===== config.mk =====
export PLATFORM = sky130hd
export DESIGN_NAME = load_cell_mass_conditioner_flat
export DESIGN_NICKNAME = d
export VERILOG_FILES = /design/src/lcm_pkg.sv /design/src/lcm_in_if.sv /design/src/lcm_out_if.sv /design/src/lcm_regs.sv /design/src/lcm_front.sv /design/src/lcm_queue.sv /design/src/lcm_back.sv /design/src/load_cell_mass_conditioner.sv /design/src/flat_wrapper.sv
export SDC_FILE = /design/constraint.sdc
export NUM_CORES = 2
export LEC_CHECK = 0
export BUFFER_PORTS_ARGS = -buffer_cell sky130_fd_sc_hd__buf_2
export CAP_MARGIN = 20
export CORE_MARGIN = 2
export CORE_UTILIZATION = 70
export CTS_BUF_LIST = sky130_fd_sc_hd__clkbuf_2 sky130_fd_sc_hd__clkbuf_4 sky130_fd_sc_hd__clkbuf_8
export DETAILED_ROUTE_END_ITERATION = 8
export PLACE_DENSITY = 0.88
export SYNTH_ARGS = -nofsm -noshare
export SYNTH_HDL_FRONTEND = slang
export SYNTH_SLANG_ARGS = --single-unit

===== constraint.sdc =====
create_clock -name clk -period 13.4 [get_ports clk]
set_clock_uncertainty 0.05 [all_clocks]
set_input_delay 0.67 -clock clk [delete_from_list [all_inputs] [get_ports clk]]
set_output_delay 0.67 -clock clk [all_outputs]
set_load 0.02 [all_outputs]

===== src/lcm_pkg.sv =====
package lcm_pkg;

    // Converter sample width; the measurement and result fields stay fixed.
    localparam int RAW_WIDTH  = 16;
    localparam int DIFF_WIDTH = RAW_WIDTH + 1;
    localparam int MEAS_WIDTH = 17;
    localparam int MEAS_LIM   = 65535;

    localparam int PADDR_WIDTH = 5;

    // Input operation codes.
    localparam logic [1:0] OP_SLOT    = 2'd0;
    localparam logic [1:0] OP_TICK    = 2'd1;
    localparam logic [1:0] OP_RESTART = 2'd2;

    // Register indexes (byte address is four times the index).
    localparam logic [2:0] REG_DIFF_MODE = 3'd0;
    localparam logic [2:0] REG_POS_CHAN  = 3'd1;
    localparam logic [2:0] REG_NEG_CHAN  = 3'd2;
    localparam logic [2:0] REG_TARE      = 3'd3;
    localparam logic [2:0] REG_SCALE     = 3'd4;
    localparam logic [2:0] REG_ALPHA     = 3'd5;
    localparam logic [2:0] REG_DEADBAND  = 3'd6;
    localparam logic [2:0] REG_TIMEOUT   = 3'd7;

    localparam logic [16:0]        ALPHA_MIN = 17'd655;
    localparam logic [16:0]        ALPHA_MAX = 17'd65536;
    // 9.80665 in Q.24
    localparam logic signed [32:0] G_Q24     = 33'sd164528285;

    typedef enum logic [1:0] {
        JOB_REPORT_OK,
        JOB_REPORT_FAIL,
        JOB_TICK,
        JOB_RESTART
    } lcm_job_kind_t;

    typedef struct packed {
        lcm_job_kind_t                 kind;
        logic signed [MEAS_WIDTH-1:0]  meas;
    } lcm_job_t;

    typedef struct packed {
        logic                differential_mode;
        logic [2:0]          positive_channel;
        logic [2:0]          negative_channel;
        logic signed [16:0]  tare_counts;
        logic signed [31:0]  scale_per_count;
        logic [16:0]         filter_alpha;
        logic [15:0]         deadband_counts;
        logic [15:0]         timeout_ms;
    } lcm_cfg_t;

    typedef enum logic [2:0] {
        ST_IDLE,
        ST_MUL_MASS,
        ST_MASS,
        ST_MUL_EMA,
        ST_EMA,
        ST_MUL_FORCE,
        ST_FORCE,
        ST_EMIT
    } lcm_state_t;

endpackage


===== src/lcm_in_if.sv =====
interface lcm_in_if;
    logic                                  valid;
    logic                                  ready;
    logic [1:0]                            op;
    logic signed [4:0]                     slot_channel;
    logic signed [lcm_pkg::RAW_WIDTH-1:0]  slot_raw;
    logic                                  slot_last;

    modport source (output valid, op, slot_channel, slot_raw, slot_last, input ready);
    modport sink   (input valid, op, slot_channel, slot_raw, slot_last, output ready);
endinterface


===== src/lcm_out_if.sv =====
interface lcm_out_if;
    logic                valid;
    logic                ready;
    logic signed [16:0]  measurement_raw;
    logic signed [31:0]  filtered_mass;
    logic signed [35:0]  force_res;
    logic                valid_res;

    modport source (output valid, measurement_raw, filtered_mass, force_res, valid_res,
                     input ready);
    modport sink   (input valid, measurement_raw, filtered_mass, force_res, valid_res,
                     output ready);
endinterface


===== src/lcm_regs.sv =====
module lcm_regs (
    input  logic                               clk,
    input  logic                               rst_n,
    input  logic                               psel,
    input  logic                               penable,
    input  logic                               pwrite,
    input  logic [lcm_pkg::PADDR_WIDTH-1:0]    paddr,
    input  logic [31:0]                        pwdata,
    output logic [31:0]                        prdata,
    output logic                               pready,
    output lcm_pkg::lcm_cfg_t                  cfg
);

    lcm_pkg::lcm_cfg_t cfg_reg;
    lcm_pkg::lcm_cfg_t cfg_next;
    logic              wr_en;
    logic [2:0]        reg_idx;

    assign pready  = 1'b1;
    assign wr_en   = psel && penable && pwrite;
    assign reg_idx = paddr[4:2];
    assign cfg     = cfg_reg;

    always_comb
    begin
        cfg_next = cfg_reg;
        if (wr_en)
        begin
            case (reg_idx)
                lcm_pkg::REG_DIFF_MODE: cfg_next.differential_mode = pwdata[0];
                lcm_pkg::REG_POS_CHAN:  cfg_next.positive_channel  = pwdata[2:0];
                lcm_pkg::REG_NEG_CHAN:  cfg_next.negative_channel  = pwdata[2:0];
                lcm_pkg::REG_TARE:      cfg_next.tare_counts       = pwdata[16:0];
                lcm_pkg::REG_SCALE:     cfg_next.scale_per_count   = pwdata;
                lcm_pkg::REG_ALPHA:     cfg_next.filter_alpha      = pwdata[16:0];
                lcm_pkg::REG_DEADBAND:  cfg_next.deadband_counts   = pwdata[15:0];
                lcm_pkg::REG_TIMEOUT:   cfg_next.timeout_ms        = pwdata[15:0];
                default:                cfg_next = cfg_reg;
            endcase
        end
    end

    always_ff @(posedge clk or negedge rst_n)
    begin
        if (!rst_n)
        begin
            cfg_reg.differential_mode <= 1'b1;
            cfg_reg.positive_channel  <= 3'd0;
            cfg_reg.negative_channel  <= 3'd1;
            cfg_reg.tare_counts       <= '0;
            cfg_reg.scale_per_count   <= '0;
            cfg_reg.filter_alpha      <= 17'd16384;
            cfg_reg.deadband_counts   <= '0;
            cfg_reg.timeout_ms        <= 16'd200;
        end
        else
        begin
            cfg_reg <= cfg_next;
        end
    end

    always_comb
    begin
        case (reg_idx)
            lcm_pkg::REG_DIFF_MODE: prdata = {31'd0, cfg_reg.differential_mode};
            lcm_pkg::REG_POS_CHAN:  prdata = {29'd0, cfg_reg.positive_channel};
            lcm_pkg::REG_NEG_CHAN:  prdata = {29'd0, cfg_reg.negative_channel};
            lcm_pkg::REG_TARE:      prdata = {15'd0, cfg_reg.tare_counts};
            lcm_pkg::REG_SCALE:     prdata = cfg_reg.scale_per_count;
            lcm_pkg::REG_ALPHA:     prdata = {15'd0, cfg_reg.filter_alpha};
            lcm_pkg::REG_DEADBAND:  prdata = {16'd0, cfg_reg.deadband_counts};
            lcm_pkg::REG_TIMEOUT:   prdata = {16'd0, cfg_reg.timeout_ms};
            default:                prdata = 32'd0;
        endcase
    end

endmodule


===== src/lcm_front.sv =====
module lcm_front (
    input  logic               clk,
    input  logic               rst_n,
    lcm_in_if.sink             slot_in,
    input  lcm_pkg::lcm_cfg_t  cfg,
    output logic               push,
    output lcm_pkg::lcm_job_t  push_job,
    input  logic               push_ready
);

    logic signed [lcm_pkg::RAW_WIDTH-1:0]  pos_capture_reg, pos_capture_next;
    logic signed [lcm_pkg::RAW_WIDTH-1:0]  neg_capture_reg, neg_capture_next;
    logic                                  pos_seen_reg, pos_seen_next;
    logic                                  neg_seen_reg, neg_seen_next;

    logic                                  accept;
    logic                                  pos_match, neg_match;
    logic                                  pos_hit, neg_hit;
    logic signed [lcm_pkg::RAW_WIDTH-1:0]  pos_eff, neg_eff;
    logic                                  pos_seen_eff, neg_seen_eff;
    logic signed [lcm_pkg::DIFF_WIDTH-1:0] diff_w;
    logic signed [lcm_pkg::MEAS_WIDTH-1:0] meas;
    logic                                  report_ok;

    assign slot_in.ready = push_ready;
    assign accept        = slot_in.valid && push_ready;

    // Channel ids above 7 and the unused marker never match a 3-bit channel.
    assign pos_match = (slot_in.slot_channel[4:3] == 2'b00)
                    && (slot_in.slot_channel[2:0] == cfg.positive_channel);
    assign neg_match = (slot_in.slot_channel[4:3] == 2'b00)
                    && (slot_in.slot_channel[2:0] == cfg.negative_channel);

    always_comb
    begin
        pos_hit      = !pos_seen_reg && pos_match;
        neg_hit      = cfg.differential_mode && !neg_seen_reg && neg_match;
        pos_eff      = pos_hit ? slot_in.slot_raw : pos_capture_reg;
        neg_eff      = neg_hit ? slot_in.slot_raw : neg_capture_reg;
        pos_seen_eff = pos_seen_reg || pos_hit;
        neg_seen_eff = neg_seen_reg || neg_hit;
        report_ok    = pos_seen_eff && (!cfg.differential_mode || neg_seen_eff);

        if (cfg.differential_mode)
            diff_w = lcm_pkg::DIFF_WIDTH'(pos_eff) - lcm_pkg::DIFF_WIDTH'(neg_eff);
        else
            diff_w = lcm_pkg::DIFF_WIDTH'(pos_eff);

        if (diff_w > lcm_pkg::MEAS_LIM)
            meas = lcm_pkg::MEAS_WIDTH'(lcm_pkg::MEAS_LIM);
        else if (diff_w < -lcm_pkg::MEAS_LIM)
            meas = lcm_pkg::MEAS_WIDTH'(-lcm_pkg::MEAS_LIM);
        else
            meas = lcm_pkg::MEAS_WIDTH'(diff_w);
    end

    always_comb
    begin
        push          = 1'b0;
        push_job.meas = meas;
        push_job.kind = lcm_pkg::JOB_TICK;
        case (slot_in.op)
            lcm_pkg::OP_SLOT:
            begin
                push          = accept && slot_in.slot_last;
                push_job.kind = report_ok ? lcm_pkg::JOB_REPORT_OK : lcm_pkg::JOB_REPORT_FAIL;
            end
            lcm_pkg::OP_TICK:
            begin
                push          = accept;
                push_job.kind = lcm_pkg::JOB_TICK;
            end
            lcm_pkg::OP_RESTART:
            begin
                push          = accept;
                push_job.kind = lcm_pkg::JOB_RESTART;
            end
            default:
            begin
                push          = 1'b0;
            end
        endcase
    end

    always_comb
    begin
        pos_capture_next = pos_capture_reg;
        neg_capture_next = neg_capture_reg;
        pos_seen_next    = pos_seen_reg;
        neg_seen_next    = neg_seen_reg;
        if (accept && (slot_in.op == lcm_pkg::OP_SLOT))
        begin
            pos_capture_next = pos_eff;
            neg_capture_next = neg_eff;
            // The capture flags always clear at the end of a report.
            pos_seen_next    = slot_in.slot_last ? 1'b0 : pos_seen_eff;
            neg_seen_next    = slot_in.slot_last ? 1'b0 : neg_seen_eff;
        end
    end

    always_ff @(posedge clk)
    begin
        pos_capture_reg <= pos_capture_next;
        neg_capture_reg <= neg_capture_next;
    end

    always_ff @(posedge clk or negedge rst_n)
    begin
        if (!rst_n)
        begin
            pos_seen_reg <= 1'b0;
            neg_seen_reg <= 1'b0;
        end
        else
        begin
            pos_seen_reg <= pos_seen_next;
            neg_seen_reg <= neg_seen_next;
        end
    end

endmodule


===== src/lcm_queue.sv =====
module lcm_queue (
    input  logic               clk,
    input  logic               rst_n,
    input  logic               push,
    input  lcm_pkg::lcm_job_t  push_job,
    output logic               push_ready,
    input  logic               pop,
    output lcm_pkg::lcm_job_t  pop_job,
    output logic               pop_valid
);

    lcm_pkg::lcm_job_t entry_reg [2];
    logic              wr_ptr_reg, wr_ptr_next;
    logic              rd_ptr_reg, rd_ptr_next;
    logic [1:0]        count_reg, count_next;
    logic              do_push, do_pop;

    assign push_ready = (count_reg != 2'd2);
    assign pop_valid  = (count_reg != 2'd0);
    assign pop_job    = entry_reg[rd_ptr_reg];
    assign do_push    = push && push_ready;
    assign do_pop     = pop && pop_valid;

    always_comb
    begin
        wr_ptr_next = do_push ? !wr_ptr_reg : wr_ptr_reg;
        rd_ptr_next = do_pop ? !rd_ptr_reg : rd_ptr_reg;
        count_next  = count_reg + 2'(do_push) - 2'(do_pop);
    end

    always_ff @(posedge clk)
    begin
        if (do_push)
            entry_reg[wr_ptr_reg] <= push_job;
    end

    always_ff @(posedge clk or negedge rst_n)
    begin
        if (!rst_n)
        begin
            wr_ptr_reg <= 1'b0;
            rd_ptr_reg <= 1'b0;
            count_reg  <= 2'd0;
        end
        else
        begin
            wr_ptr_reg <= wr_ptr_next;
            rd_ptr_reg <= rd_ptr_next;
            count_reg  <= count_next;
        end
    end

endmodule


===== src/lcm_back.sv =====
module lcm_back (
    input  logic               clk,
    input  logic               rst_n,
    input  lcm_pkg::lcm_cfg_t  cfg,
    input  logic               q_valid,
    input  lcm_pkg::lcm_job_t  q_job,
    output logic               q_pop,
    lcm_out_if.source          result_out
);

    function automatic logic signed [65:0] round_shr(input logic signed [65:0] v,
                                                     input int n);
        round_shr = (v + (66'sd1 <<< (n - 1))) >>> n;
    endfunction

    function automatic logic signed [31:0] sat32(input logic signed [65:0] v);
        if ((&v[65:31]) || !(|v[65:31]))
            sat32 = v[31:0];
        else
            sat32 = v[65] ? 32'sh8000_0000 : 32'sh7FFF_FFFF;
    endfunction

    function automatic logic signed [35:0] sat36(input logic signed [65:0] v);
        if ((&v[65:35]) || !(|v[65:35]))
            sat36 = v[35:0];
        else
            sat36 = v[65] ? 36'sh8_0000_0000 : 36'sh7_FFFF_FFFF;
    endfunction

    lcm_pkg::lcm_state_t   state_reg, state_next;

    logic signed [32:0]    op_a_reg, op_a_next;
    logic signed [32:0]    op_b_reg, op_b_next;
    logic signed [65:0]    prod_reg;
    logic signed [31:0]    filt_reg, filt_next;
    logic                  primed_reg, primed_next;
    logic signed [35:0]    force_reg, force_next;
    logic                  valid_flag_reg, valid_flag_next;
    logic                  sample_seen_reg, sample_seen_next;
    logic [15:0]           age_reg, age_next;
    logic signed [16:0]    last_meas_reg, last_meas_next;

    logic                  out_valid_reg, out_valid_next;
    logic signed [16:0]    out_meas_reg, out_meas_next;
    logic signed [31:0]    out_mass_reg, out_mass_next;
    logic signed [35:0]    out_force_reg, out_force_next;
    logic                  out_flag_reg, out_flag_next;

    logic                  emit_load;
    logic signed [17:0]    delta;
    logic [17:0]           delta_mag;
    logic signed [17:0]    delta_db;
    logic [16:0]           alpha_c;
    logic [15:0]           age_inc;
    logic signed [31:0]    mass_sample;
    logic signed [31:0]    ema_val;

    assign q_pop     = (state_reg == lcm_pkg::ST_IDLE) && q_valid;
    assign emit_load = (state_reg == lcm_pkg::ST_EMIT)
                    && (!out_valid_reg || result_out.ready);

    // Shared datapath terms.
    always_comb
    begin
        delta     = 18'(q_job.meas) - 18'(cfg.tare_counts);
        delta_mag = delta[17] ? 18'(-delta) : 18'(delta);
        delta_db  = (delta_mag < 18'(cfg.deadband_counts)) ? 18'sd0 : delta;

        if (cfg.filter_alpha < lcm_pkg::ALPHA_MIN)
            alpha_c = lcm_pkg::ALPHA_MIN;
        else if (cfg.filter_alpha > lcm_pkg::ALPHA_MAX)
            alpha_c = lcm_pkg::ALPHA_MAX;
        else
            alpha_c = cfg.filter_alpha;

        age_inc     = (age_reg != 16'hFFFF) ? age_reg + 16'd1 : age_reg;
        mass_sample = sat32(round_shr(prod_reg, 20));
        // f + a*(m - f) is the same sum as a*m + (1 - a)*f.
        ema_val     = sat32(round_shr((66'(filt_reg) <<< 16) + prod_reg, 16));
    end

    // Next state.
    always_comb
    begin
        state_next = state_reg;
        case (state_reg)
            lcm_pkg::ST_IDLE:
            begin
                if (q_valid)
                begin
                    case (q_job.kind)
                        lcm_pkg::JOB_REPORT_OK:   state_next = lcm_pkg::ST_MUL_MASS;
                        lcm_pkg::JOB_REPORT_FAIL: state_next = lcm_pkg::ST_EMIT;
                        lcm_pkg::JOB_TICK:        state_next = lcm_pkg::ST_EMIT;
                        default:                  state_next = lcm_pkg::ST_IDLE;
                    endcase
                end
            end
            lcm_pkg::ST_MUL_MASS:  state_next = lcm_pkg::ST_MASS;
            lcm_pkg::ST_MASS:
                state_next = primed_reg ? lcm_pkg::ST_MUL_EMA : lcm_pkg::ST_MUL_FORCE;
            lcm_pkg::ST_MUL_EMA:   state_next = lcm_pkg::ST_EMA;
            lcm_pkg::ST_EMA:       state_next = lcm_pkg::ST_MUL_FORCE;
            lcm_pkg::ST_MUL_FORCE: state_next = lcm_pkg::ST_FORCE;
            lcm_pkg::ST_FORCE:     state_next = lcm_pkg::ST_EMIT;
            lcm_pkg::ST_EMIT:      state_next = emit_load ? lcm_pkg::ST_IDLE : lcm_pkg::ST_EMIT;
            default:               state_next = lcm_pkg::ST_IDLE;
        endcase
    end

    // State updates and operand selection.
    always_comb
    begin
        op_a_next        = op_a_reg;
        op_b_next        = op_b_reg;
        filt_next        = filt_reg;
        primed_next      = primed_reg;
        force_next       = force_reg;
        valid_flag_next  = valid_flag_reg;
        sample_seen_next = sample_seen_reg;
        age_next         = age_reg;
        last_meas_next   = last_meas_reg;
        out_meas_next    = out_meas_reg;
        out_mass_next    = out_mass_reg;
        out_force_next   = out_force_reg;
        out_flag_next    = out_flag_reg;
        out_valid_next   = out_valid_reg && !result_out.ready;

        case (state_reg)
            lcm_pkg::ST_IDLE:
            begin
                if (q_valid)
                begin
                    case (q_job.kind)
                        lcm_pkg::JOB_REPORT_OK:
                        begin
                            last_meas_next   = q_job.meas;
                            sample_seen_next = 1'b1;
                            age_next         = 16'd0;
                            op_a_next        = 33'(delta_db);
                            op_b_next        = 33'(cfg.scale_per_count);
                        end
                        lcm_pkg::JOB_REPORT_FAIL:
                        begin
                            valid_flag_next = 1'b0;
                        end
                        lcm_pkg::JOB_TICK:
                        begin
                            if (sample_seen_reg)
                            begin
                                age_next = age_inc;
                                if (age_inc > cfg.timeout_ms)
                                    valid_flag_next = 1'b0;
                            end
                        end
                        lcm_pkg::JOB_RESTART:
                        begin
                            filt_next   = 32'sd0;
                            primed_next = 1'b0;
                        end
                        default:
                        begin
                            filt_next = filt_reg;
                        end
                    endcase
                end
            end
            lcm_pkg::ST_MASS:
            begin
                if (primed_reg)
                begin
                    op_a_next = 33'(mass_sample) - 33'(filt_reg);
                    op_b_next = $signed({16'd0, alpha_c});
                end
                else
                begin
                    // The first sample loads the filter directly.
                    filt_next   = mass_sample;
                    primed_next = 1'b1;
                    op_a_next   = 33'(mass_sample);
                    op_b_next   = lcm_pkg::G_Q24;
                end
            end
            lcm_pkg::ST_EMA:
            begin
                filt_next = ema_val;
                op_a_next = 33'(ema_val);
                op_b_next = lcm_pkg::G_Q24;
            end
            lcm_pkg::ST_FORCE:
            begin
                force_next      = sat36(round_shr(prod_reg, 24));
                valid_flag_next = (cfg.scale_per_count != 32'sd0);
            end
            lcm_pkg::ST_EMIT:
            begin
                if (emit_load)
                begin
                    out_valid_next = 1'b1;
                    out_meas_next  = last_meas_reg;
                    out_mass_next  = filt_reg;
                    out_force_next = force_reg;
                    out_flag_next  = valid_flag_reg;
                end
            end
            default:
            begin
                op_a_next = op_a_reg;
            end
        endcase
    end

    assign result_out.valid           = out_valid_reg;
    assign result_out.measurement_raw = out_meas_reg;
    assign result_out.filtered_mass   = out_mass_reg;
    assign result_out.force_res       = out_force_reg;
    assign result_out.valid_res       = out_flag_reg;

    always_ff @(posedge clk)
    begin
        op_a_reg      <= op_a_next;
        op_b_reg      <= op_b_next;
        prod_reg      <= op_a_reg * op_b_reg;
        out_meas_reg  <= out_meas_next;
        out_mass_reg  <= out_mass_next;
        out_force_reg <= out_force_next;
        out_flag_reg  <= out_flag_next;
    end

    always_ff @(posedge clk or negedge rst_n)
    begin
        if (!rst_n)
        begin
            state_reg       <= lcm_pkg::ST_IDLE;
            filt_reg        <= '0;
            primed_reg      <= 1'b0;
            force_reg       <= '0;
            valid_flag_reg  <= 1'b0;
            sample_seen_reg <= 1'b0;
            age_reg         <= '0;
            last_meas_reg   <= '0;
            out_valid_reg   <= 1'b0;
        end
        else
        begin
            state_reg       <= state_next;
            filt_reg        <= filt_next;
            primed_reg      <= primed_next;
            force_reg       <= force_next;
            valid_flag_reg  <= valid_flag_next;
            sample_seen_reg <= sample_seen_next;
            age_reg         <= age_next;
            last_meas_reg   <= last_meas_next;
            out_valid_reg   <= out_valid_next;
        end
    end

    a_primed_clear_on_restart: assert property (@(posedge clk) disable iff (!rst_n)
        $fell(primed_reg) |-> $past(q_pop && (q_job.kind == lcm_pkg::JOB_RESTART)))
        else $error("filter priming dropped without a restart");

    a_valid_set_at_force: assert property (@(posedge clk) disable iff (!rst_n)
        $rose(valid_flag_reg) |-> $past(state_reg == lcm_pkg::ST_FORCE))
        else $error("valid flag set outside the force step");

    a_age_idle_before_sample: assert property (@(posedge clk) disable iff (!rst_n)
        !sample_seen_reg |-> (age_reg == 16'd0))
        else $error("age advanced before any good sample");

    a_ema_only_when_primed: assert property (@(posedge clk) disable iff (!rst_n)
        (state_reg == lcm_pkg::ST_MUL_EMA) |-> primed_reg)
        else $error("EMA step taken on an unprimed filter");

endmodule


===== src/load_cell_mass_conditioner.sv =====
// Channel     Dir  Handshake        Carries
// slot_in     in   valid/ready      op, slot_channel, slot_raw, slot_last
// result_out  out  valid/ready      measurement_raw, filtered_mass, force_res, valid_res
// apb         in   psel/penable     register writes and reads, pready tied high
//
// Slots, ticks, restarts and unused operations enter at one transaction per cycle while
// the two-entry job queue has room. A good report end runs up to three dependent products
// on the one multiplier (no EMA product on the first sample); a tick or a failed report
// goes straight to the emit step and a restart stays in idle. The output register holds
// a result while the back end starts the next job; a stalled output stalls the back end,
// then the queue, then the input. Reset is asynchronous, active low, with no clearing pass.
module load_cell_mass_conditioner (
    input  logic                             clk,
    input  logic                             rst_n,
    lcm_in_if.sink                           slot_in,
    lcm_out_if.source                        result_out,
    input  logic                             psel,
    input  logic                             penable,
    input  logic                             pwrite,
    input  logic [lcm_pkg::PADDR_WIDTH-1:0]  paddr,
    input  logic [31:0]                      pwdata,
    output logic [31:0]                      prdata,
    output logic                             pready
);

    lcm_pkg::lcm_cfg_t  cfg;
    logic               push;
    lcm_pkg::lcm_job_t  push_job;
    logic               push_ready;
    logic               pop;
    lcm_pkg::lcm_job_t  pop_job;
    logic               pop_valid;

    // Configuration registers. Software must write them only while the block is idle (not enforced).
    lcm_regs u_regs (
        .clk     (clk),
        .rst_n   (rst_n),
        .psel    (psel),
        .penable (penable),
        .pwrite  (pwrite),
        .paddr   (paddr),
        .pwdata  (pwdata),
        .prdata  (prdata),
        .pready  (pready),
        .cfg     (cfg)
    );

    // Front end: captures the positive and negative slots of a report and turns
    // the last slot, ticks and restarts into jobs for the back end.
    lcm_front u_front (
        .clk        (clk),
        .rst_n      (rst_n),
        .slot_in    (slot_in),
        .cfg        (cfg),
        .push       (push),
        .push_job   (push_job),
        .push_ready (push_ready)
    );

    // Short job queue so that slots keep streaming while the back end computes.
    lcm_queue u_queue (
        .clk        (clk),
        .rst_n      (rst_n),
        .push       (push),
        .push_job   (push_job),
        .push_ready (push_ready),
        .pop        (pop),
        .pop_job    (pop_job),
        .pop_valid  (pop_valid)
    );

    // Back end: deadband, scaling, EMA and force through one shared multiplier,
    // age and timeout tracking, and the result register.
    lcm_back u_back (
        .clk        (clk),
        .rst_n      (rst_n),
        .cfg        (cfg),
        .q_valid    (pop_valid),
        .q_job      (pop_job),
        .q_pop      (pop),
        .result_out (result_out)
    );

endmodule

===== src/flat_wrapper.sv =====
// flat-port wrapper written by rule: the top's interface ports become plain ports
module load_cell_mass_conditioner_flat 
  (clk, rst_n, psel, penable, pwrite, paddr, pwdata, prdata, pready, slot_in_valid, slot_in_op, slot_in_slot_channel, slot_in_slot_raw, slot_in_slot_last, slot_in_ready, result_out_valid, result_out_measurement_raw, result_out_filtered_mass, result_out_force_res, result_out_valid_res, result_out_ready);
  lcm_in_if slot_in_i ();
  lcm_out_if result_out_i ();
  input  logic clk;
  input  logic rst_n;
  input  logic psel;
  input  logic penable;
  input  logic pwrite;
  input  logic [lcm_pkg::PADDR_WIDTH-1:0] paddr;
  input  logic [31:0] pwdata;
  output logic [31:0] prdata;
  output logic pready;
  input wire logic [$bits(slot_in_i.valid)-1:0] slot_in_valid;
  input wire logic [$bits(slot_in_i.op)-1:0] slot_in_op;
  input wire logic [$bits(slot_in_i.slot_channel)-1:0] slot_in_slot_channel;
  input wire logic [$bits(slot_in_i.slot_raw)-1:0] slot_in_slot_raw;
  input wire logic [$bits(slot_in_i.slot_last)-1:0] slot_in_slot_last;
  output wire logic [$bits(slot_in_i.ready)-1:0] slot_in_ready;
  output wire logic [$bits(result_out_i.valid)-1:0] result_out_valid;
  output wire logic [$bits(result_out_i.measurement_raw)-1:0] result_out_measurement_raw;
  output wire logic [$bits(result_out_i.filtered_mass)-1:0] result_out_filtered_mass;
  output wire logic [$bits(result_out_i.force_res)-1:0] result_out_force_res;
  output wire logic [$bits(result_out_i.valid_res)-1:0] result_out_valid_res;
  input wire logic [$bits(result_out_i.ready)-1:0] result_out_ready;
  assign slot_in_i.valid = slot_in_valid;
  assign slot_in_i.op = slot_in_op;
  assign slot_in_i.slot_channel = slot_in_slot_channel;
  assign slot_in_i.slot_raw = slot_in_slot_raw;
  assign slot_in_i.slot_last = slot_in_slot_last;
  assign slot_in_ready = slot_in_i.ready;
  assign result_out_valid = result_out_i.valid;
  assign result_out_measurement_raw = result_out_i.measurement_raw;
  assign result_out_filtered_mass = result_out_i.filtered_mass;
  assign result_out_force_res = result_out_i.force_res;
  assign result_out_valid_res = result_out_i.valid_res;
  assign result_out_i.ready = result_out_ready;
  load_cell_mass_conditioner u_core (.clk(clk), .rst_n(rst_n), .slot_in(slot_in_i), .result_out(result_out_i), .psel(psel), .penable(penable), .pwrite(pwrite), .paddr(paddr), .pwdata(pwdata), .prdata(prdata), .pready(pready));
endmodule

==> flow_summary_export.csv <==
group,metric,value,unit
synth,yosysUniqueCellTypes,99,
detailed_routing,vias_per_cell,6.225,
setup_path,worst_path_most_repeated_cell,"fa_1",
detailed_routing,drt_drc_violations_left,0,
global_route,grt_pass1_vias,56920,
global_route,grt_max_degree,103,
detailed_routing,drt-total-wl,189.1,mm
global_route,antenna_found_initial,3,
setup_path,path_class,"reg -> reg",
min_path,min_path_type,"in -> reg",
setup_path,slowest_stage,"fa_1",
job,max_cap_viol_count,0,
setup_path,critPathMaxStageDelay,1010,ps
sta,fmax,0.1028,GHz
floorplan,die_h,315.3,um
clock_tree,clk_pin_slew,60,ps
final_layout,mostFrequentLayoutCells,"inv_1, fa_1, nand2_1",
sta,slew_viol_final,0,
global_route,grt-ovfl-total,0,
floorplan,die_x,315.3,um
run_status,status,"finished clean",
floorplan,rows,114,
floorplan,start_util,70.35,%
clock_tree,cts_buffers,83,
detailed_routing,drt_pre_antenna_iters,6,
setup_path,cp_max_fo,13,
place,hpwl,147.5,mm
sta,finalCritPeriodShare,72.61,%
place,gp_congestion,1.007,
detailed_routing,route.met2.wl,91.32,mm
global_route,grt_util_all_layers,39.29,%
final_layout,drive_gt1_share,8.736,%
final_layout,area_growth_syn_to_layout,5.954,%
detailed_routing,met1_length,65.04,mm
sta,min_period,9730,ps
detailed_routing,wl_per_cell,22.31,um
synth,syn-num-nets,8684,
synth,syn_area_per_cell,9.559,sq um
floorplan,io_pins,189,
sta,tightest_slew,1125,ps
clock_tree,h-tree-depth,3,
sta,hold_viol,0,
synth,yosys_warnings,0,
detailed_routing,antenna_left,0,
setup_path,arrival,10280,ps
setup_path,cpLargestDelayFamily,"adder cells",
synth,synth-seq-area-share,19.38,%
setup_path,start_kind,"flip-flop",
setup_path,crit_path_end_kind,"flip-flop",
place,numPortBuffers,185,
floorplan,core_area,96420,sq um
final_layout,final_common_cell,"inv_1",
sta,setup_tns,0,ps
setup_path,reg2reg_slack,3670,ps
floorplan,dieArea,99410,sq um
synth,netlist_area,67830,sq um
detailed_routing,top_layer,"met5",
final_layout,n_antenna_cell,0,
synth,syn_inst,7096,
synth,ys_ff_latch,491,
sta,relSlewSlack,25.02,%
setup_path,cp.required,13950,ps
clock_tree,clockBufferDepth,3,
clock_tree,cts_setup_buffers,0,
detailed_routing,drtIter0Drc,4937,
sta,setup_violations,0,
final_layout,largest_reg_flops,105,
synth,synthFlopType,"edfxtp_1",
sta,rsz0062_at_grt,"false",
clock_tree,cts_tree,"built",
setup_path,path_buf_inv,7,
global_route,grt_pass1_wl,301.0,mm
synth,async_flop_share,44.60,%
clock_tree,cts_root_buf,"clkbuf_8",
synth,synth_edf_count,221,
detailed_routing,via_count,52770,
clock_tree,clock_latency,720,ps
final_layout,final_net_count,8717,
clock_tree,clock_sinks,491,
detailed_routing,met3_length,18.46,mm
==> per-stage QoR <==
stage / util (%) / hold WS (ps) / cells / cell area (sq um) / worst slack, ps
after global routing: 74.54 / 122.3 / 8476 / 71870 / 3262
after CTS: 74.33 / 92.40 / 8468 / 71670 / 3372
after detailed placement: 72.38 / 378.0 / 8311 / 69790 / 3403
after floorplan: - / 324.4 / 7096 / 67830 / 5159
final: 74.54 / 125.7 / 8476 / 71870 / 3671
after global placement: 72.38 / 371.9 / 8311 / 69790 / 3772
==> path summary, 6_finish.rpt <==
check | start | end | cells past startpoint
worst min-delay path | pwdata[23] | u_core.u_regs.cfg[72] | 2
worst max register to register | u_core.u_back.op_a_reg[32] | u_core.u_back.prod_reg[65] | 26
max in group asynchronous | rst_n | u_core.u_back.filt_reg[12] | 3
worst min register to register | u_core.u_back.force_reg[7] | u_core.u_back.result_out.force_res[7] | 0
worst max-delay path | u_core.u_back.op_a_reg[32] | u_core.u_back.prod_reg[65] | 26
min in group asynchronous | rst_n | u_core.u_back.last_meas_reg[5] | 2
==> routing by layer <==
metal  global-route usage (%)  vias to the layer above
met2                    64.79                     3079
met4                    24.68                        2
li1                         -                    22550
met1                    47.37                    26280
met5                        0                        -
met3                    8.269                      853
==> kinds of logic (layout without fill, tap and decap cells) <==
group	count (synthesis)	count (layout)	share of synthesized area, %
compound gates	933	933	9.249
xor+xnor	254	254	3.280
fa+ha+maj	1520	1520	40.75
buf+inv	1635	1739	9.125
flops	491	491	19.38
mux	170	170	2.988
other cells	1	1	0.005528
simple gates	2092	2092	15.22
==> cell usage after synthesis (9+ instances only) <==
library cell,number,share of area (%)
and4_1,12,0.15
nor4_1,28,0.26
o22ai_1,13,0.12
o21ai_1,12,0.089
a21oi_2,9,0.12
fa_1,1149,34
o31ai_1,21,0.23
xor2_1,86,1.1
dfrtp_1,213,7.9
nor3_1,79,0.58
nand3_1,86,0.63
and2_1,577,5.3
o21bai_1,18,0.20
o21ai_0,187,1.4
or2_2,9,0.083
a21o_1,119,1.3
inv_1,1293,7.2
a221oi_1,16,0.21
buf_2,24,0.18
nand2b_1,38,0.35
xnor2_1,168,2.2
and3_1,41,0.38
a22o_1,37,0.48
a31oi_1,18,0.17
nor2b_1,30,0.28
mux4_2,15,0.50
ha_1,371,6.8
nor2_1,281,1.6
clkbuf_1,303,1.7
mux2i_1,45,0.66
mux2_2,110,1.8
nand4_1,55,0.51
a21oi_1,210,1.5
o221ai_1,19,0.25
dfxtp_1,51,1.5
a211oi_1,59,0.65
o21a_1,54,0.60
edfxtp_1,221,9.8
nand2_1,800,4.4
o211ai_1,22,0.24
a22oi_1,22,0.24
or3_1,19,0.18
==> repair_timing <==
action | in CTS | in global routing
resized for setup | 0 | 0
hold buffers | 1 | 0
endpoints found under the hold margin | 92 | 0
==> layout make-up <==
| cell class | count | area (sq um) |
|---|---|---|
| Sequential cell | 491 | 13150 |
| Tap cell | 1276 | 1597 |
| Clock inverter | 23 | 275.3 |
| Fill cell | 6465 | 24550 |
| Timing Repair Buffer | 288 | 1853 |
| Multi-Input combinational cell | 4970 | 48550 |
| Clock buffer | 133 | 1593 |
| Inverter | 1295 | 4861 |
Power is not shown: default switching activity piles up to over one toggle a cycle in this logic, so the estimate is an artifact.
